File: src/sv/gcads_pkg.sv
// gcads_pkg: shared constants, types and command codes for the grid cell
// address depth statistics block
// no dependencies
`default_nettype none

package gcads_pkg;

  // active dimensions and coordinate width
  localparam int DIMS      = 4;
  localparam int PORT_DIMS = 4;
  localparam int COORD_W   = 32;

  // field and derived widths
  localparam int SC_W      = 6;
  localparam int LOG_W     = $clog2(COORD_W);
  localparam int CMP_W     = (LOG_W > SC_W) ? LOG_W : SC_W;
  localparam int DEPTH_W   = 8;
  localparam int CNT_W     = 32;
  localparam int SUM_W     = 40;
  localparam int CFG_IDX_W = 3;
  localparam int CFG_DATA_W = SC_W;

  typedef logic [SC_W-1:0]    split_t;
  typedef logic [COORD_W-1:0] coord_t;
  typedef logic [DEPTH_W-1:0] depth_t;
  typedef logic [CNT_W-1:0]   count_t;
  typedef logic [SUM_W-1:0]   dsum_t;

  // command codes
  localparam logic CMD_CLEAR = 1'b0;
  localparam logic CMD_CELL  = 1'b1;

  // per-dimension lane result
  typedef struct packed {
    logic   inverted;
    split_t contrib;
  } lane_res_t;

  // control to the statistics unit
  typedef struct packed {
    logic fire;
    logic command;
    logic aligned;
  } stats_ctl_t;

endpackage

`default_nettype wire

File: src/sv/gcads_in_if.sv
// gcads_in_if: valid/ready channel carrying one cell item
// no dependencies
`default_nettype none

interface gcads_in_if;
  logic                  valid;
  logic                  ready;
  logic                  command;
  logic                  on_grid;
  logic [31:0]           low_d0;
  logic [31:0]           high_d0;
  logic [31:0]           low_d1;
  logic [31:0]           high_d1;
  logic [31:0]           low_d2;
  logic [31:0]           high_d2;
  logic [31:0]           low_d3;
  logic [31:0]           high_d3;

  modport source (
    output valid, command, on_grid,
    output low_d0, high_d0, low_d1, high_d1, low_d2, high_d2, low_d3, high_d3,
    input  ready
  );

  modport sink (
    input  valid, command, on_grid,
    input  low_d0, high_d0, low_d1, high_d1, low_d2, high_d2, low_d3, high_d3,
    output ready
  );
endinterface

`default_nettype wire

File: src/sv/gcads_out_if.sv
// gcads_out_if: valid/ready channel carrying one statistics result item
// no dependencies
`default_nettype none

interface gcads_out_if;
  logic        valid;
  logic        ready;
  logic [7:0]  cell_depth;
  logic [31:0] total_cells;
  logic [31:0] aligned_cells;
  logic [31:0] unaligned_cells;
  logic [7:0]  deepest;
  logic [39:0] depth_total;

  modport source (
    output valid, cell_depth, total_cells, aligned_cells, unaligned_cells,
    output deepest, depth_total,
    input  ready
  );

  modport sink (
    input  valid, cell_depth, total_cells, aligned_cells, unaligned_cells,
    input  deepest, depth_total,
    output ready
  );
endinterface

`default_nettype wire

File: src/sv/grid_cell_address_depth_stats.sv
// grid_cell_address_depth_stats: top level, four dimension lanes, merge and
// statistics unit; depends on gcads_pkg, gcads_in_if, gcads_out_if,
// gcads_lane, gcads_merge and gcads_stats
//
// The block takes one cell item per clock unless the result is stalled and
// returns one result item for each, in order. The per-dimension lanes
// (subtract, power-of-two test, log2 encode) are registered in the first
// stage, and the merge adder plus the counter update form the second, whose
// registers drive the result channel. Sustained rate is one item per cycle
// whenever out_ch.ready is high; a stalled result holds the pipe and in_ch
// ready drops only when both stages are full. The user writes split counts
// on the cfg port while idle (not checked); indexes 4 and up are ignored.
`default_nettype none

module grid_cell_address_depth_stats (
  input  wire                              clk,
  input  wire                              rst_n,
  gcads_in_if.sink                         in_ch,
  gcads_out_if.source                      out_ch,
  input  wire                              cfg_we,
  input  wire [gcads_pkg::CFG_IDX_W-1:0]   cfg_index,
  input  wire [gcads_pkg::CFG_DATA_W-1:0]  cfg_data
);
  import gcads_pkg::*;

  split_t     split_r [PORT_DIMS];
  coord_t     lo_a [PORT_DIMS];
  coord_t     hi_a [PORT_DIMS];
  lane_res_t  lane_res [DIMS];
  lane_res_t  lane_r [DIMS];
  logic       s1_valid_r;
  logic       s1_cmd_r;
  logic       s1_aligned_r;
  logic       out_valid_r;
  logic       out_free;
  logic       s1_adv;
  logic       in_fire;
  depth_t     depth;
  stats_ctl_t ctl;

  // split count registers
  always_ff @(posedge clk) begin
    if (!rst_n) begin
      for (int d = 0; d < PORT_DIMS; d++) begin
        split_r[d] <= '0;
      end
    end else if (cfg_we && (32'(cfg_index) < PORT_DIMS)) begin
      split_r[cfg_index[$clog2(PORT_DIMS)-1:0]] <= cfg_data;
    end
  end

  // coordinates as arrays
  assign lo_a[0] = in_ch.low_d0;
  assign hi_a[0] = in_ch.high_d0;
  assign lo_a[1] = in_ch.low_d1;
  assign hi_a[1] = in_ch.high_d1;
  assign lo_a[2] = in_ch.low_d2;
  assign hi_a[2] = in_ch.high_d2;
  assign lo_a[3] = in_ch.low_d3;
  assign hi_a[3] = in_ch.high_d3;

  // one lane per active dimension
  for (genvar d = 0; d < DIMS; d++) begin : g_lane
    gcads_lane u_lane (
      .lo  (lo_a[d]),
      .hi  (hi_a[d]),
      .sc  (split_r[d]),
      .res (lane_res[d])
    );
  end

  // pipeline handshake
  assign out_free    = !out_valid_r || out_ch.ready;
  assign s1_adv      = s1_valid_r && out_free;
  assign in_ch.ready = !s1_valid_r || out_free;
  assign in_fire     = in_ch.valid && in_ch.ready;

  // lane stage registers
  always_ff @(posedge clk) begin
    if (!rst_n) begin
      s1_valid_r <= 1'b0;
    end else if (in_ch.ready) begin
      s1_valid_r <= in_ch.valid;
    end
  end

  always_ff @(posedge clk) begin
    if (in_fire) begin
      s1_cmd_r     <= in_ch.command;
      s1_aligned_r <= in_ch.on_grid;
      for (int d = 0; d < DIMS; d++) begin
        lane_r[d] <= lane_res[d];
      end
    end
  end

  // merge lanes into the depth
  gcads_merge u_merge (
    .lanes (lane_r),
    .depth (depth)
  );

  // statistics and result registers
  assign ctl.fire    = s1_adv;
  assign ctl.command = s1_cmd_r;
  assign ctl.aligned = s1_aligned_r;

  gcads_stats u_stats (
    .clk        (clk),
    .rst_n      (rst_n),
    .ctl        (ctl),
    .depth      (depth),
    .addr_depth (out_ch.cell_depth),
    .total      (out_ch.total_cells),
    .aligned    (out_ch.aligned_cells),
    .unaligned  (out_ch.unaligned_cells),
    .deepest    (out_ch.deepest),
    .depth_sum  (out_ch.depth_total)
  );

  // result valid
  always_ff @(posedge clk) begin
    if (!rst_n) begin
      out_valid_r <= 1'b0;
    end else if (out_free) begin
      out_valid_r <= s1_valid_r;
    end
  end

  assign out_ch.valid = out_valid_r;

endmodule

`default_nettype wire

File: src/sv/gcads_lane.sv
// gcads_lane: depth contribution and inverted-range check of one dimension
// depends on gcads_pkg
`default_nettype none

module gcads_lane (
  input  gcads_pkg::coord_t    lo,
  input  gcads_pkg::coord_t    hi,
  input  gcads_pkg::split_t    sc,
  output gcads_pkg::lane_res_t res
);
  import gcads_pkg::*;

  coord_t            span;
  coord_t            span_m1;
  logic              is_pow2;
  logic              lo_aligned;
  logic [LOG_W-1:0]  lg;
  logic [CMP_W-1:0]  sc_ext;
  logic [CMP_W-1:0]  lg_ext;
  split_t            contrib;

  // span and power-of-two tests
  assign span       = hi - lo;
  assign span_m1    = span - COORD_W'(1);
  assign is_pow2    = (span != '0) && ((span & span_m1) == '0);
  assign lo_aligned = ((lo & span_m1) == '0);

  // log2 of a one-hot span: or together the indexes of set bits
  always_comb begin
    lg = '0;
    for (int i = 0; i < COORD_W; i++) begin
      if (span[i]) begin
        lg = lg | LOG_W'(i);
      end
    end
  end

  assign sc_ext = CMP_W'(sc);
  assign lg_ext = CMP_W'(lg);

  // contribution of this dimension
  always_comb begin
    if ((sc == '0) || (span == '0)) begin
      contrib = '0;
    end else if (is_pow2 && lo_aligned) begin
      contrib = (sc_ext > lg_ext) ? SC_W'(sc_ext - lg_ext) : '0;
    end else begin
      contrib = sc;
    end
  end

  assign res.inverted = (hi < lo);
  assign res.contrib  = contrib;

endmodule

`default_nettype wire

File: src/sv/gcads_merge.sv
// gcads_merge: combines the lane results into the cell's address depth
// depends on gcads_pkg
`default_nettype none

module gcads_merge (
  input  gcads_pkg::lane_res_t lanes [gcads_pkg::DIMS],
  output gcads_pkg::depth_t    depth
);
  import gcads_pkg::*;

  // sum of contributions, zero when any range is inverted
  always_comb begin
    logic   any_inv;
    depth_t sum;
    any_inv = 1'b0;
    sum     = '0;
    for (int d = 0; d < DIMS; d++) begin
      any_inv = any_inv | lanes[d].inverted;
      sum     = sum + DEPTH_W'(lanes[d].contrib);
    end
    depth = any_inv ? '0 : sum;
  end

endmodule

`default_nettype wire

File: src/sv/gcads_stats.sv
// gcads_stats: saturating cell counters, deepest depth and depth sum
// depends on gcads_pkg
`default_nettype none

module gcads_stats (
  input  wire                 clk,
  input  wire                 rst_n,
  input  gcads_pkg::stats_ctl_t ctl,
  input  gcads_pkg::depth_t   depth,
  output gcads_pkg::depth_t   addr_depth,
  output gcads_pkg::count_t   total,
  output gcads_pkg::count_t   aligned,
  output gcads_pkg::count_t   unaligned,
  output gcads_pkg::depth_t   deepest,
  output gcads_pkg::dsum_t    depth_sum
);
  import gcads_pkg::*;

  depth_t addr_depth_r, addr_depth_nxt;
  count_t total_r, total_nxt;
  count_t aligned_r, aligned_nxt;
  count_t unaligned_r, unaligned_nxt;
  depth_t deepest_r, deepest_nxt;
  dsum_t  depth_sum_r, depth_sum_nxt;
  logic [SUM_W:0] sum_wide;

  assign sum_wide = {1'b0, depth_sum_r} + (SUM_W + 1)'(depth);

  // next counter values for one item
  always_comb begin
    addr_depth_nxt = addr_depth_r;
    total_nxt      = total_r;
    aligned_nxt    = aligned_r;
    unaligned_nxt  = unaligned_r;
    deepest_nxt    = deepest_r;
    depth_sum_nxt  = depth_sum_r;
    if (ctl.fire) begin
      addr_depth_nxt = '0;
      if (ctl.command == CMD_CLEAR) begin
        total_nxt     = '0;
        aligned_nxt   = '0;
        unaligned_nxt = '0;
        deepest_nxt   = '0;
        depth_sum_nxt = '0;
      end else begin
        total_nxt = (&total_r) ? total_r : total_r + CNT_W'(1);
        if (ctl.aligned) begin
          addr_depth_nxt = depth;
          aligned_nxt    = (&aligned_r) ? aligned_r : aligned_r + CNT_W'(1);
          deepest_nxt    = (depth > deepest_r) ? depth : deepest_r;
          depth_sum_nxt  = sum_wide[SUM_W] ? '1 : sum_wide[SUM_W-1:0];
        end else begin
          unaligned_nxt = (&unaligned_r) ? unaligned_r : unaligned_r + CNT_W'(1);
        end
      end
    end
  end

  // counter registers
  always_ff @(posedge clk) begin
    if (!rst_n) begin
      addr_depth_r <= '0;
      total_r      <= '0;
      aligned_r    <= '0;
      unaligned_r  <= '0;
      deepest_r    <= '0;
      depth_sum_r  <= '0;
    end else begin
      addr_depth_r <= addr_depth_nxt;
      total_r      <= total_nxt;
      aligned_r    <= aligned_nxt;
      unaligned_r  <= unaligned_nxt;
      deepest_r    <= deepest_nxt;
      depth_sum_r  <= depth_sum_nxt;
    end
  end

  assign addr_depth = addr_depth_r;
  assign total      = total_r;
  assign aligned    = aligned_r;
  assign unaligned  = unaligned_r;
  assign deepest    = deepest_r;
  assign depth_sum  = depth_sum_r;

endmodule

`default_nettype wire
File: src/flat_wrapper.sv
// flat-port wrapper written by rule: the top's interface ports become plain ports
module grid_cell_address_depth_stats_flat import gcads_pkg::*;
  (clk, rst_n, cfg_we, cfg_index, cfg_data, in_ch_valid, in_ch_command, in_ch_on_grid, in_ch_low_d0, in_ch_high_d0, in_ch_low_d1, in_ch_high_d1, in_ch_low_d2, in_ch_high_d2, in_ch_low_d3, in_ch_high_d3, in_ch_ready, out_ch_valid, out_ch_cell_depth, out_ch_total_cells, out_ch_aligned_cells, out_ch_unaligned_cells, out_ch_deepest, out_ch_depth_total, out_ch_ready);
  gcads_in_if in_ch_i ();
  gcads_out_if out_ch_i ();
  input  wire clk;
  input  wire rst_n;
  input  wire cfg_we;
  input  wire [gcads_pkg::CFG_IDX_W-1:0] cfg_index;
  input  wire [gcads_pkg::CFG_DATA_W-1:0] cfg_data;
  input wire logic [$bits(in_ch_i.valid)-1:0] in_ch_valid;
  input wire logic [$bits(in_ch_i.command)-1:0] in_ch_command;
  input wire logic [$bits(in_ch_i.on_grid)-1:0] in_ch_on_grid;
  input wire logic [$bits(in_ch_i.low_d0)-1:0] in_ch_low_d0;
  input wire logic [$bits(in_ch_i.high_d0)-1:0] in_ch_high_d0;
  input wire logic [$bits(in_ch_i.low_d1)-1:0] in_ch_low_d1;
  input wire logic [$bits(in_ch_i.high_d1)-1:0] in_ch_high_d1;
  input wire logic [$bits(in_ch_i.low_d2)-1:0] in_ch_low_d2;
  input wire logic [$bits(in_ch_i.high_d2)-1:0] in_ch_high_d2;
  input wire logic [$bits(in_ch_i.low_d3)-1:0] in_ch_low_d3;
  input wire logic [$bits(in_ch_i.high_d3)-1:0] in_ch_high_d3;
  output wire logic [$bits(in_ch_i.ready)-1:0] in_ch_ready;
  output wire logic [$bits(out_ch_i.valid)-1:0] out_ch_valid;
  output wire logic [$bits(out_ch_i.cell_depth)-1:0] out_ch_cell_depth;
  output wire logic [$bits(out_ch_i.total_cells)-1:0] out_ch_total_cells;
  output wire logic [$bits(out_ch_i.aligned_cells)-1:0] out_ch_aligned_cells;
  output wire logic [$bits(out_ch_i.unaligned_cells)-1:0] out_ch_unaligned_cells;
  output wire logic [$bits(out_ch_i.deepest)-1:0] out_ch_deepest;
  output wire logic [$bits(out_ch_i.depth_total)-1:0] out_ch_depth_total;
  input wire logic [$bits(out_ch_i.ready)-1:0] out_ch_ready;
  assign in_ch_i.valid = in_ch_valid;
  assign in_ch_i.command = in_ch_command;
  assign in_ch_i.on_grid = in_ch_on_grid;
  assign in_ch_i.low_d0 = in_ch_low_d0;
  assign in_ch_i.high_d0 = in_ch_high_d0;
  assign in_ch_i.low_d1 = in_ch_low_d1;
  assign in_ch_i.high_d1 = in_ch_high_d1;
  assign in_ch_i.low_d2 = in_ch_low_d2;
  assign in_ch_i.high_d2 = in_ch_high_d2;
  assign in_ch_i.low_d3 = in_ch_low_d3;
  assign in_ch_i.high_d3 = in_ch_high_d3;
  assign in_ch_ready = in_ch_i.ready;
  assign out_ch_valid = out_ch_i.valid;
  assign out_ch_cell_depth = out_ch_i.cell_depth;
  assign out_ch_total_cells = out_ch_i.total_cells;
  assign out_ch_aligned_cells = out_ch_i.aligned_cells;
  assign out_ch_unaligned_cells = out_ch_i.unaligned_cells;
  assign out_ch_deepest = out_ch_i.deepest;
  assign out_ch_depth_total = out_ch_i.depth_total;
  assign out_ch_i.ready = out_ch_ready;
  grid_cell_address_depth_stats u_core (.clk(clk), .rst_n(rst_n), .in_ch(in_ch_i), .out_ch(out_ch_i), .cfg_we(cfg_we), .cfg_index(cfg_index), .cfg_data(cfg_data));
endmodule
File: config.mk
export PLATFORM = sky130hd
export DESIGN_NAME = grid_cell_address_depth_stats_flat
export DESIGN_NICKNAME = d
export VERILOG_FILES = /design/src/sv/gcads_pkg.sv /design/src/sv/gcads_in_if.sv /design/src/sv/gcads_out_if.sv /design/src/sv/grid_cell_address_depth_stats.sv /design/src/sv/gcads_lane.sv /design/src/sv/gcads_merge.sv /design/src/sv/gcads_stats.sv /design/src/flat_wrapper.sv
export SDC_FILE = /design/constraint.sdc
export NUM_CORES = 1
export LEC_CHECK = 0
export BUFFER_PORTS_ARGS = -buffer_cell sky130_fd_sc_hd__buf_2
export CORE_ASPECT_RATIO = 0.9
export CORE_MARGIN = 4
export CORE_UTILIZATION = 54
export CTS_BUF_LIST = sky130_fd_sc_hd__clkbuf_2
export CTS_CLUSTER_DIAMETER = 150
export DETAILED_ROUTE_END_ITERATION = 10
export PLACE_DENSITY = 0.76
export SYNTH_ARGS = -nofsm -noshare
export SYNTH_HDL_FRONTEND = slang
export SYNTH_SLANG_ARGS = --single-unit
export TNS_END_PERCENT = 5
File: constraint.sdc
create_clock -name clk -period 6.97 [get_ports clk]
set_input_delay 1.394 -clock clk [delete_from_list [all_inputs] [get_ports clk]]
set_output_delay 1.394 -clock clk [all_outputs]
set_load 0.05 [all_outputs]
# Yosys cells after proc, flatten, opt, wreduce, memory -nomap -nowiden

Memories as Yosys holds them, arrays and structs flattened.
Index checks and enable logic that the tools add are counted.

Bitwise logic cells: 11
Equal/unequal tests: 8
Muxes and demuxes: 180
$add $sub $neg: 19
Order comparisons: 10
Reductions and logical operators: 48

Operators by type and width:

| cell                                                | number |
|---|---|
| two-way mux 32 bit                                  | 15 |
| zero test 32 bit                                    | 12 |
| two-way mux 5 bit                                   | 64 |
| AND 32 bit                                          | 8 |
| two-way mux 40 bit                                  | 6 |
| < comparator 32 bit                                 | 4 |
| two-way mux 4 bit                                   | 32 |
| nonzero test 32 bit                                 | 4 |
| subtractor 32 x 1 -> 32 bit (second input constant) | 4 |
| subtractor 32 bit                                   | 4 |
| adder 32 x 1 -> 32 bit (second input constant)      | 3 |
| two-way mux 8 bit                                   | 12 |
| AND reduction 32 bit                                | 3 |
| two-way mux 6 bit                                   | 13 |
| two-way mux 3 bit                                   | 16 |
| adder 40 x 8 -> 41 bit                              | 1 |
| > comparator 6 x 5 -> 1 bit                         | 4 |
| zero test 6 bit                                     | 4 |
| subtractor 6 x 5 -> 6 bit                           | 4 |
| two-way mux 2 bit                                   | 9 |
| != test 3 bit (second input constant)               | 6 |
| two-way mux 1 bit                                   | 13 |
| logical AND 1 bit                                   | 11 |
| AND reduction 3 bit                                 | 3 |
| 11 further kinds                                    | 21 |

Register bits: 184
Bits in writable memories: 24
Bits of input ports: 272
Memories: 1

Memories:

| memory         | depth | width | rd ports | clocked after Yosys merged registers in | wr ports | RTL line                            | source |
|---|---|---|---|---|---|---|---|
| u_core.split_r | 4     | 6     | 4        | 0                                       | 4        | grid_cell_address_depth_stats.sv:26 | `split_t split_r [PORT_DIMS];` |

# Logic depth before layout (Yosys ltp)

Word-level depth: 36
Gate-level depth with buffers: 24

# Cells and area by module

From an unflattened synthesis, not the netlist that was laid out.

Cell total of the unflattened synthesis: 3342
Area total of the unflattened synthesis: 25356.8 µm²

Modules (own cells, without submodules):

| module                                   | seq. area each (µm²) | times used | area an instance (µm²) | cells each |
|---|---|---|---|---|
| gcads_stats                              | 3042.9               | 1          | 7988.9                 | 988 |
| gcads_lane (u_core.g_lane[1].u_lane ...) | 0.0                  | 2          | 3772.4                 | 557 |
| gcads_lane (u_core.g_lane[0].u_lane)     | 0.0                  | 1          | 3649.8                 | 527 |
| gcads_lane (u_core.g_lane[3].u_lane)     | 0.0                  | 1          | 3570.9                 | 519 |
| grid_cell_address_depth_stats            | 1661.6               | 1          | 1953.1                 | 110 |
| gcads_merge                              | 0.0                  | 1          | 649.4                  | 84 |

# Worst setup path before layout

Ideal clock, no wire load.

Path type: input to register
Start: in in_ch_high_d0[0]
End: reg u_core.lane_r[26] in the netlist's numbering, data pin
Slack: -0.033 ns
Cell stages on the path: 24
Data arrival time: 6.863 ns
Cell sequence: inv_1 ha_1 inv_1 fa_1 a211oi_1 o21ai_1 a22oi_1 nand2_1 o21ai_0 inv_1 a2111oi_1 or3b_4 or2_4 or3_1 ha_1 nor4_1 nand4_1 or4_1 or4_1 clkbuf_1 a21oi_1 nand2_1 a22o_1 nor2_1

Cells in the longest elaborated chain, start to end: 36

Ends and longest elaborated chain:

| item                                                                     | RTL line                            | source |
|---|---|---|
| start, declared                                                          | flat_wrapper.sv:15                  | `input wire logic [$bits(in_ch_i.high_d0)-1:0] in_ch_high_d0;` |
| subtractor 32 bit (*)                                                    | gcads_lane.sv:23                    | `assign span = hi - lo;` |
| two-way mux 1 bit                                                        | gcads_lane.sv:32                    | `if (span[i]) begin` |
| two-way mux 2 bit (2 in a row)                                           | gcads_lane.sv:32                    |  |
| two-way mux 3 bit (4 in a row)                                           | gcads_lane.sv:32                    |  |
| two-way mux 4 bit (8 in a row)                                           | gcads_lane.sv:32                    |  |
| two-way mux 5 bit (16 in a row)                                          | gcads_lane.sv:32                    |  |
| subtractor 6 x 5 -> 6 bit or > comparator 6 x 5 -> 1 bit (tied branches) | gcads_lane.sv:46                    | `contrib = (sc_ext > lg_ext) ? SC_W'(sc_ext - lg_ext) : '0;` |
| two-way mux 6 bit                                                        | gcads_lane.sv:46                    |  |
| two-way mux 6 bit                                                        | gcads_lane.sv:45                    | `end else if (is_pow2 && lo_aligned) begin` |
| two-way mux 6 bit                                                        | gcads_lane.sv:43                    | `if ((sc == '0) \|\| (span == '0)) begin` |
| end signal, assigned by index                                            | grid_cell_address_depth_stats.sv:92 | `lane_r[d] <= lane_res[d];` |
| end, declared                                                            | grid_cell_address_depth_stats.sv:30 | `lane_res_t lane_r [DIMS];` |

Every way passes the cells marked *; elsewhere a longest branch is shown, timed or not. The select of a mux whose other input is x is not followed.
A chain may end at the register's enable or synchronous reset.

# Worst setup path after layout

Same ends and word-level chain as after synthesis.

==> results.sh <==
export IMPL_dieWidth_um=231
export IMPL_hold_path_class="flip-flop to flip-flop"
export IMPL_grt_pass1_vias=25100
export IMPL_final_cell_area_um2=29100
export IMPL_drv_cap=0
export IMPL_async_flop_share_pct=0
export IMPL_place_area_um2=28600
export IMPL_yosysTopAreaCell="ha_1"
export IMPL_rsz0062_at_grt="false"
export IMPL_wl_mm=81.8
export IMPL_fin_nets=4462
export IMPL_wl_met2_mm=36.7
export IMPL_critPathKind="input port to flip-flop"
export IMPL_htree_levels=2
export IMPL_wl_met1_mm=35.2
export IMPL_dp_cells=4405
export IMPL_drive_gt1_share_pct=21.0
export IMPL_min_period_ps=6620
export IMPL_leakagePower_nw=13.3
export IMPL_core_um2=44300
export IMPL_skew_ps=111
export IMPL_die_y_um=209
export IMPL_first_iter_violations=2423
export IMPL_yosysWarnings=0
export IMPL_synth_seq_area_share_pct=19.4
export IMPL_ctsRootBufferMaster="clkbuf_2"
export IMPL_synth_top_area_share_pct=16.0
export IMPL_ant_nets=0
export IMPL_met3_length_mm=6.25
export IMPL_clock_path_buffers=3
export IMPL_synth_area_top_cells="ha_1 (16%), dfxtp_1 (13%), edfxtp_1 (6.7%)"
export IMPL_status="completed"
export IMPL_cts_sinks=208
export IMPL_wl_per_cell_um=18.2
export IMPL_gp_congestion=1.02
export IMPL_firstDrtPassIters=6
export IMPL_dieArea_um2=48300
export IMPL_std_cell_rows=73
export IMPL_area_growth_pct=20.1
export IMPL_grt_overflow_total=0
export IMPL_ys_flop_type="dfxtp_1"
export IMPL_start_kind="input port"
export IMPL_finalHoldViolations=0
export IMPL_drv_slew=0
export IMPL_worstMarginPinSlew_ps=1010
export IMPL_synth_edf_count=54
export IMPL_crit_path_max_fanout=6
export IMPL_hold_depth=2
export IMPL_period_share_pct=95.0
export IMPL_path_clk_slew_ps=110
export IMPL_grt_pass1_wl_mm=128
export IMPL_ys_ff_latch=208
export IMPL_powerDensity_nw_per_um2=144
export IMPL_fin_cells=4497
export IMPL_worstSkewPairLatency_ps=850
export IMPL_worstReg2RegEnd="u_core.u_stats.depth_sum[10]$_SDFFE_PN0P_"
export IMPL_cts_tree="yes"
export IMPL_viasPerCell=5.96
export IMPL_r2r_cells=18
export IMPL_track_usage_pct=31.7
export IMPL_hold_slack_ps=464
export IMPL_p_total_mw=4.19
export IMPL_portBuffers=425
export IMPL_critPathCaptureType="flip-flop"
export IMPL_nFillCells=4093
export IMPL_grt_max_degree=85
export IMPL_ctsHoldBuffers=0
export IMPL_hpwl_mm=68.1
export IMPL_yosysUniqueCellTypes=102
export IMPL_final_util_pct=65.7
export IMPL_grt_antenna_before_repair=7
export IMPL_setup_viol=0
export IMPL_route_detailed_drc=0
export IMPL_arrival_ps=7260
export IMPL_syn_nets=3824
export IMPL_rrSetupSlack_ps=1810
export IMPL_maxUsedRoutingLayer="met5"
export IMPL_io_pins=426
export IMPL_cts_buffers=52
export IMPL_slew_headroom_pct=32.6
export IMPL_fmax_ghz=0.151
export IMPL_vdd_drop_max_uv=91.7
export IMPL_initial_core_util_pct=54.7
export IMPL_syn_cell_area_um2=24200
export IMPL_cp_data_required_time_ps=7610
export IMPL_vias=26800
export IMPL_synth_area_per_cell_um2=7.52
export IMPL_worstReg2RegStart="u_core.lane_r[9]$_SDFFCE_PP0P_"
export IMPL_synthCells=3221
export IMPL_min_to="u_core.u_stats.depth_sum[4]$_SDFFE_PN0P_"
export IMPL_hold_start="u_core.u_stats.depth_sum[4]$_SDFFE_PN0P_"
==> worst max path at each step <==
| stage | endpoint | slack, ps | from |
|---|---|---|---|
| 6_report | u_core.lane_r[26]$_SDFFCE_PP0P_ | 350 | in_ch_high_d0[0] |
| 5_1_grt | u_core.lane_r[25]$_SDFFCE_PP0P_ | 70 | in_ch_high_d0[0] |
| 4_1_cts | u_core.lane_r[25]$_SDFFCE_PP0P_ | 350 | in_ch_high_d0[0] |
| 3_5_place_dp | u_core.lane_r[25]$_SDFFCE_PP0P_ | -460 | in_ch_high_d0[0] |
| 3_3_place_gp | u_core.lane_r[26]$_SDFFCE_PP0P_ | -360 | in_ch_high_d0[0] |
| 2_1_floorplan | u_core.lane_r[26]$_SDFFCE_PP0P_ | 70 | in_ch_high_d0[0] |
==> layout make-up <==
cell class | count | area (um^2) | area share [%]
clock buffer | 77 | 385 | 1.32
multi-input combinational | 2666 | 18200 | 62.6
clock inverter | 10 | 75.1 | 0.258
tap | 600 | 751 | 2.58
inverter | 259 | 972 | 3.34
timing repair buffer | 672 | 3980 | 13.7
antenna | 5 | 12.5 | 0.0430
sequential | 208 | 4700 | 16.2
==> power breakdown <==
group          total (mW)  internal (mW)  switching (mW)
clock network       0.831          0.331           0.500
logic                2.07          0.867            1.20
registers            1.29           1.26          0.0232
==> registers in the layout, summed over array words and instances, names as in the netlist <==
| register | count |
|---|---|
| u_core.lane_r | 28 |
| u_core.out_ch.valid | 1 |
| u_core.s1_aligned_r | 1 |
| u_core.s1_cmd_r | 1 |
| u_core.s1_valid_r | 1 |
| u_core.split_r | 24 |
| u_core.u_stats.addr_depth | 8 |
| u_core.u_stats.aligned | 32 |
| u_core.u_stats.deepest | 8 |
| u_core.u_stats.depth_sum | 40 |
| u_core.u_stats.total | 32 |
| u_core.u_stats.unaligned | 32 |
==> what timing repair did <==
action,in CTS,in global routing
setup buffers,0,0
endpoints found under the setup margin,0,6
resized for setup,0,1
==> placed cells by master (no fill, tap or decap), types with 79 or more instances in the layout <==
cell type and instances:
a21oi_1 207, and2_1 79, buf_2 425, buf_4 247
dfxtp_1 154, ha_1 310, inv_1 258, nand2_1 284
nand3_1 103, nand4_1 82, nor2_1 290, nor4_1 80
o21ai_0 178, xor2_1 97
==> critical path, stage by stage <==
cell and delay, ps:
buf_2 110, inv_1 50, ha_1 160, inv_1 50, fa_1 380, a211oi_1 310
buf_4 170, o21ai_1 100, a22oi_1 240, nand2_1 80, o21ai_0 140, inv_1 120
a2111oi_2 410, or3b_4 440, or2_4 260, or3_1 370, ha_1 200, nor4_1 320
nand4_1 120, or4_1 520, or4_1 640, a21oi_2 270, nand2_1 100, a22o_1 210
nor2_1 90
==> synth_stat cells (21+ instances only) <==
| master | instances |
|---|---|
| ha_1 | 310 |
| nor2_1 | 290 |
| nand2_1 | 284 |
| inv_1 | 258 |
| a21oi_1 | 208 |
| o21ai_0 | 178 |
| dfxtp_1 | 154 |
| nand3_1 | 103 |
| xor2_1 | 97 |
| nand4_1 | 82 |
| nor4_1 | 80 |
| and2_1 | 79 |
| nor3_1 | 77 |
| xnor2_1 | 76 |
| a21o_1 | 74 |
| clkbuf_1 | 73 |
| o22ai_1 | 66 |
| or3_1 | 64 |
| edfxtp_1 | 54 |
| a211oi_1 | 50 |
| and3_1 | 47 |
| a22oi_1 | 33 |
| o211ai_1 | 33 |
| or4_1 | 31 |
| o21a_1 | 29 |
| a31oi_1 | 26 |
| nand2b_1 | 24 |
| nor2b_1 | 24 |
| fa_1 | 21 |
| or2_2 | 21 |
==> kinds of logic (layout without fill, tap and decap cells) <==
kind of cell / after synthesis / count (layout) / synth area share, %
AOI/OAI and AO/OA: 861 / 861 / 22.9
xor gates and xnor gates: 174 / 174 / 6.37
adders and majority gates: 331 / 331 / 17.7
buffers and inverters: 347 / 1018 / 5.55
DFF: 208 / 208 / 19.4
muxes: 14 / 14 / 0.599
other: 0 / 5 / 0
and+or+nand+nor: 1286 / 1286 / 27.4
==> per-stage QoR <==
step	worst slack [ps]	TNS [ps]
6_report	347	0
5_1_grt	69.3	0
4_1_cts	352	0
3_5_place_dp	-464	-3120
3_3_place_gp	-364	-1980
2_1_floorplan	66.3	0
==> metal layers <==
layer | up-vias | global-route usage, %
li1 | 13200 | -
met1 | 12200 | 42.3
met2 | 1159 | 51.8
met3 | 248 | 4.63
met4 | 4 | 12.5
met5 | - | 0
No activity file was read; power rests on OpenSTA's default activity.
